## config.mk

```make
export PLATFORM = sky130hd
export DESIGN_NAME = llr_prob_div
export DESIGN_NICKNAME = d
export VERILOG_FILES = /design/src/rtl/llr_pkg.sv /design/src/rtl/llr_prob_div.sv
export SDC_FILE = /design/constraint.sdc
export NUM_CORES = 2
export LEC_CHECK = 0
export BUFFER_PORTS_ARGS = -buffer_cell sky130_fd_sc_hd__buf_4
export CAP_MARGIN = 20
export CORE_AREA = 10 10 432 750
export CTS_CLUSTER_SIZE = 10
export DETAILED_ROUTE_END_ITERATION = 16
export DIE_AREA = 0 0 442 760
export PLACE_DENSITY = 0.43
export SYNTH_ARGS = -nofsm -noshare
export SYNTH_HDL_FRONTEND = slang
export SYNTH_SLANG_ARGS = --single-unit
```

## constraint.sdc

```tcl
create_clock -name clk -period 6.1 [get_ports clk]
set_clock_uncertainty 0.1 [all_clocks]
set_input_delay 0.61 -clock clk [delete_from_list [all_inputs] [get_ports clk]]
set_output_delay 0.61 -clock clk [all_outputs]
set_load 0.01 [all_outputs]
```

## src/rtl/llr_pkg.sv

```systemverilog
// ----------------------------------------------------------------------------
// llr_pkg: shared types and constants of the left/right ambiguity resolver
// Fixed-point widths, combination codes and the result record.
// ----------------------------------------------------------------------------
package llr_pkg;

    localparam int POS_W           = 32;
    localparam int INC_W           = 24;
    localparam int FLOOR_W         = 21;
    localparam int SLOPE_FRAC_BITS = 20;
    localparam int PROB_BITS       = 16;
    localparam int PROB_W          = PROB_BITS + 1;

    // Magnitude of a coordinate difference.
    localparam int MAG_W  = POS_W + 1;
    // Slope quotient bits kept; anything at or above 2^QUO_W saturates anyway.
    localparam int QUO_W  = 40;
    // Saturated estimator width.
    localparam int EST_W  = 38;
    localparam int SUM_W  = EST_W + 1;
    // Rounded probability numerator: n * 2^PROB_BITS + s / 2.
    localparam int RNUM_W = EST_W + PROB_BITS + 1;

    localparam logic [FLOOR_W-1:0] FLOOR_RESET = 21'd44939;

    typedef enum logic [1:0] {
        COMBO_HH = 2'd0,
        COMBO_HM = 2'd1,
        COMBO_MH = 2'd2,
        COMBO_MM = 2'd3
    } combo_t;

    typedef struct packed {
        logic               updated;
        logic               gap_error;
        combo_t             best_combo;
        logic [PROB_W-1:0]  prob_hit0;
        logic [PROB_W-1:0]  prob_hit1;
        logic               hit0_first_mirror;
        logic               hit1_first_mirror;
        logic               mirror0_first_mirror;
        logic               mirror1_first_mirror;
    } res_t;

endpackage

```

## src/rtl/llr_prob_div.sv

```systemverilog
// ----------------------------------------------------------------------------
// llr_prob_div: pipelined probability divider
// Computes floor(num / den) for num < den * 2^PROB_W, one bit per stage.
// ----------------------------------------------------------------------------
module llr_prob_div
    import llr_pkg::*;
(
    input  logic              clk,
    input  logic              en,
    input  logic [RNUM_W-1:0] num,
    input  logic [SUM_W-1:0]  den,
    output logic [PROB_W-1:0] quo
);

    logic [SUM_W-1:0]  rem_reg [0:PROB_W];
    logic [PROB_W-1:0] low_reg [0:PROB_W];
    logic [SUM_W-1:0]  den_reg [0:PROB_W];

    always_ff @(posedge clk)
    begin
        if (en)
        begin
            rem_reg[0] <= {{(SUM_W-(RNUM_W-PROB_W)){1'b0}}, num[RNUM_W-1:PROB_W]};
            low_reg[0] <= num[PROB_W-1:0];
            den_reg[0] <= den;
        end
    end

    for (genvar i = 0; i < PROB_W; i++)
    begin : g_step
        logic [SUM_W:0] trial;
        logic [SUM_W:0] diff;
        logic           ge;

        always_comb
        begin
            trial = {rem_reg[i], low_reg[i][PROB_W-1]};
            diff  = trial - {1'b0, den_reg[i]};
            ge    = (trial >= {1'b0, den_reg[i]});
        end

        always_ff @(posedge clk)
        begin
            if (en)
            begin
                rem_reg[i+1] <= ge ? diff[SUM_W-1:0] : trial[SUM_W-1:0];
                low_reg[i+1] <= {low_reg[i][PROB_W-2:0], ge};
                den_reg[i+1] <= den_reg[i];
            end
        end
    end

    assign quo = low_reg[PROB_W];

endmodule

```

==> impl_table.tex <==
\begin{tabular}{lr}
\hline
Metric & Value \\
\hline
\multicolumn{2}{l}{\textbf{Outcome}} \\
Status & finished clean \\
\multicolumn{2}{l}{\textbf{Die}} \\
Die Area & 335900 um2 \\
Horizontal die dimension & 442 um \\
Site Rows & 271 \\
Height of the chip & 760 um \\
Initial cell density of the core & 0.2992 \\
Core area & 310900 um2 \\
Io pins & 113 \\
\multicolumn{2}{l}{\textbf{STA}} \\
Hold\_ws & 0.1656 ns \\
Post-route clock period utilization & 0.8128 \\
Accumulated negative setup slack & 0 ns \\
Peak clock frequency supported by timing & 201.7 MHz \\
RSZ-0062 raised after global routing & false \\
Final setup viols & 0 \\
Slew at the pin closest to its max-slew limit & 1.214 ns \\
Clock period minus worst slack & 4.958 ns \\
Worst slew margin & 0.1905 \\
Total count of max-transition violations in the final report & 0 \\
Number of failing hold endpoints at the final stage & 0 \\
\multicolumn{2}{l}{\textbf{Critical path}} \\
List of cells traversed by the critical path & ha\_1 -> nor2b\_1 -> o2111ai\_1 -> a31oi\_1 -> a41oi\_1 -> nor2\_1 -> o41ai\_2 -> o21ai\_1 -> buf\_4 -> o21ai\_4 -> buf\_12 -> mux2\_2 \\
Worst Path Class, Setup & register to register \\
Buffers plus inverters on the worst setup path & 2 \\
Largest incremental delay on the critical path & 0.82 ns \\
CP startpoint kind & register \\
Worst path required time & 6.64 ns \\
Category of cells accounting for the largest share of critical-path delay & compound AO/OA/AOI/OAI gates \\
CP Capture Type & register \\
Worst Path Arrival & 5.50 ns \\
Cell type of the slowest stage on the worst timing path & sky130\_fd\_sc\_hd\_\_a41oi\_1 \\
Largest fanout of any net on the critical path & 70 \\
\multicolumn{2}{l}{\textbf{Pwr}} \\
Power spent charging and discharging nets & 23.08 mW \\
Internal cell power & 33.63 mW \\
Proportion of total power due to net switching & 0.4070 \\
Combinational power share & 0.497 \\
Worst vdd ir & 318.2 uV \\
Clock group share of total power & 0.184 \\
Static leakage & 42.78 nW \\
Overall power & 56.71 mW \\
Power per Cell Area & 537.0 nW/um2 \\
Part of the power in registers & 0.319 \\
\multicolumn{2}{l}{\textbf{CTS}} \\
Post CTS Setup Buffer Count & 0 \\
Clock buffer depth & 4 \\
Cts hold-fix bufs & 94 \\
Clock tree from TritonCTS & done \\
Total clock buffers created by CTS & 198 \\
Clock Tree Root & sky130\_fd\_sc\_hd\_\_clkbuf\_16 \\
Reg clk slew, reported paths & 0.06 ns \\
CTS-repair resized insts & 0 \\
Count of H-tree levels built during CTS & 4 \\
Clock latency of the later-clocked register in the worst-skew pair & 0.90 ns \\
Clk sink count & 1631 \\
\multicolumn{2}{l}{\textbf{Min path}} \\
Type of the worst min-delay path & input port to register \\
\multicolumn{2}{l}{\textbf{Route}} \\
DRT Pass-1 Iters & 7 \\
Final routed DRC violation total & 0 \\
Drt first-iter violations & 2806 \\
Drt total wl & 298.9 mm \\
Total via count after detailed routing & 64010 \\
Remaining antenna violation count & 0 \\
Average routed wire per standard cell & 23.25 um \\
Vias per Instance & 4.979 \\
\multicolumn{2}{l}{\textbf{Run}} \\
Max Cap Violations & 0 \\
\multicolumn{2}{l}{\textbf{Cells and area}} \\
Net count reported at finish & 9445 \\
Flip-flop count of the largest register, all copies and words added & 663 \\
Share of final-layout standard cells stronger than drive strength 1 & 0.08736 \\
Area growth, synth to finish & 13.51\% \\
Number of cells in the finished layout apart from fillers & 12860 \\
\multicolumn{2}{l}{\textbf{Placed design}} \\
Dpl cells & 12470 \\
Weighted congestion at the end of routability-driven global placement & 0.9926 \\
Number of input and output port buffers inserted & 112 \\
Detail Placement HPWL & 241.3 mm \\
\multicolumn{2}{l}{\textbf{Global routing}} \\
Total congestion overflow & 0 \\
Vias in the first global route & 69940 \\
Number of antenna violations at the first check in global routing & 7 \\
Global Route Usage Sum & 0.1719 \\
Largest net degree at the start of global routing & 188 \\
Wire length of the first global-routing pass & 431.9 mm \\
\multicolumn{2}{l}{\textbf{Logic synthesis}} \\
Post-synthesis register bit count & 1631 \\
Cell count after synthesis & 8386 \\
Fraction of synthesis flops using an asynchronous set or reset pin & 0 \\
Most frequently used flop master after synthesis & sky130\_fd\_sc\_hd\_\_edfxtp\_1 \\
Post-synth EDFFs & 1631 \\
Mean instance size in the synthesized netlist & 11.09 um2 \\
Cell area after synthesis & 93040 um2 \\
Count of synthesis-stage warnings from yosys & 0 \\
Sequential area share after synthesis & 0.5264 \\
Number of distinct library cell variants in the gate-level netlist after synthesis & 102 \\
Nets in the synthesized netlist & 9161 \\
\hline
\end{tabular}
==> area by class of cell <==
cell class	instances	area [um2]
Antenna cell	27	67.56
Clock buffer	231	5100
Clock inverter	33	209.0
Fill cell	30940	205300
Inverter	837	3142
Multi-Input combinational cell	5657	39940
Sequential cell	1631	48980
Tap cell	4095	5124
Timing Repair Buffer	345	3053
==> placed cells by master, fill, tap and decap left out, types with 35 or more instances in the layout <==
cell type,count
sky130_fd_sc_hd__and2_1,44
sky130_fd_sc_hd__dlygate4sd3_1,94
sky130_fd_sc_hd__xor2_1,220
sky130_fd_sc_hd__buf_4,229
sky130_fd_sc_hd__o31ai_1,43
sky130_fd_sc_hd__a21o_1,407
sky130_fd_sc_hd__nor3_1,95
sky130_fd_sc_hd__mux2_2,164
sky130_fd_sc_hd__xnor2_1,303
sky130_fd_sc_hd__nand3_1,149
sky130_fd_sc_hd__nor2_1,415
sky130_fd_sc_hd__nand2b_1,83
sky130_fd_sc_hd__a211oi_1,66
sky130_fd_sc_hd__mux2_4,35
sky130_fd_sc_hd__clkbuf_16,199
sky130_fd_sc_hd__a21oi_1,659
sky130_fd_sc_hd__and3_1,85
sky130_fd_sc_hd__nand2_1,639
sky130_fd_sc_hd__o21ai_0,551
sky130_fd_sc_hd__nand4_1,117
sky130_fd_sc_hd__nor2b_1,88
sky130_fd_sc_hd__o211ai_1,52
sky130_fd_sc_hd__inv_1,833
sky130_fd_sc_hd__a31oi_1,91
sky130_fd_sc_hd__edfxtp_1,1631
sky130_fd_sc_hd__ha_1,663
sky130_fd_sc_hd__o21bai_1,107
sky130_fd_sc_hd__o21a_1,70
==> path summary, 6_finish.rpt <==
| path | start | endpoint | slack, ns | cells past startpoint |
|---|---|---|---|---|
| worst min-delay path | en | rem_reg[0][8] | 0.17 | 1 |
| worst min register to register | low_reg[3][10] | low_reg[4][11] | 0.27 | 0 |
| worst max-delay path | rem_reg[4][1] | rem_reg[5][22] | 1.14 | 12 |
| worst max register to register | rem_reg[4][1] | rem_reg[5][22] | 1.14 | 12 |
==> Yosys cell counts (all sizes together), types with 11 or more instances <==
cell	number	area (um2)
a31oi	93	588.1
nor4	24	150.1
and4	23	201.4
and3	85	531.8
mux2	208	2474
a31o	17	157.7
a211oi	71	553.0
and2	46	287.8
o2111ai	15	131.4
mux2i	25	250.2
o41ai	15	168.9
o21bai	107	803.3
clkbuf	197	742.0
or2	22	137.6
o21a	70	525.5
nand4	117	732.0
or3	29	181.4
a41oi	16	147.7
a311oi	15	137.6
nand3	149	745.7
o211ai	52	390.4
a21oi	659	3298
a21boi	23	172.7
inv	837	3142
a2111oi	24	224.0
a211o	17	148.9
or4	11	86.33
nor3	99	500.5
fa	16	320.3
ha	663	8295
o31a	18	157.7
nor2	416	1564
nand2b	83	519.3
xnor2	303	2654
edfxtp	1631	48980
buf	64	394.1
o22ai	12	75.07
o31ai	43	322.8
a221oi	23	214.0
a21o	409	3070
nand2	640	2402
o21ai	571	2862
nor2b	88	550.5
xor2	220	1927
==> layer usage <==
| layer | part of all wire | up-vias | GRT usage | wire [um] |
|---|---|---|---|---|
| met4 | 0.093 | 0 | 0.1378 | 27680 |
| met3 | 0.022 | 778 | 0.01826 | 6513 |
| met1 | 0.25 | 30710 | 0.1091 | 73870 |
| li1 | - | 31330 | - | - |
| met2 | 0.64 | 1189 | 0.3959 | 190800 |
| met5 | 0 | - | 0 | 0 |
==> worst register-to-register path, stage by stage (launching register included) <==
cell and delay, ns:
sky130_fd_sc_hd__edfxtp_1 0.39, sky130_fd_sc_hd__ha_1 0.43, sky130_fd_sc_hd__nor2b_1 0.19, sky130_fd_sc_hd__o2111ai_1 0.31, sky130_fd_sc_hd__a31oi_1 0.25, sky130_fd_sc_hd__a41oi_1 0.82, sky130_fd_sc_hd__nor2_1 0.40, sky130_fd_sc_hd__o41ai_2 0.58
sky130_fd_sc_hd__o21ai_1 0.11, sky130_fd_sc_hd__buf_4 0.18, sky130_fd_sc_hd__o21ai_4 0.26, sky130_fd_sc_hd__buf_12 0.29, sky130_fd_sc_hd__mux2_2 0.45
==> power groups by stage <==
stage	clock network (mW)	logic, mW	registers (mW)
2_1_floorplan	0	19.5	17.6
3_3_place_gp	0	28.1	18.3
3_5_place_dp	0	28.3	18.3
4_1_cts	10.9	28.5	18.1
5_1_grt	11.3	30.8	18.3
6_report	10.4	28.2	18.1
==> through the flow <==
step                setup slack [ns]    util  instance area [um2]
floorplan                      2.613       -                93040
global placement              0.6480  0.3192                99250
detailed placement            0.9618  0.3193                99290
CTS                           0.9108  0.3394               105500
global route                   1.017  0.3396               105600
finish                         1.142  0.3396               105600
==> logic make-up after synthesis <==
logic type | Yosys count | share of synthesized area
AOI/OAI and AO/OA | 2356 | 0.1609
DFF | 1631 | 0.5264
and+or+nand+nor | 1866 | 0.09555
buffers and inverters | 1098 | 0.04598
adders and majority gates | 679 | 0.09260
muxes | 233 | 0.02928
xor gates and xnor gates | 523 | 0.04923
Note: power is estimated with default switching activity, not from simulation.
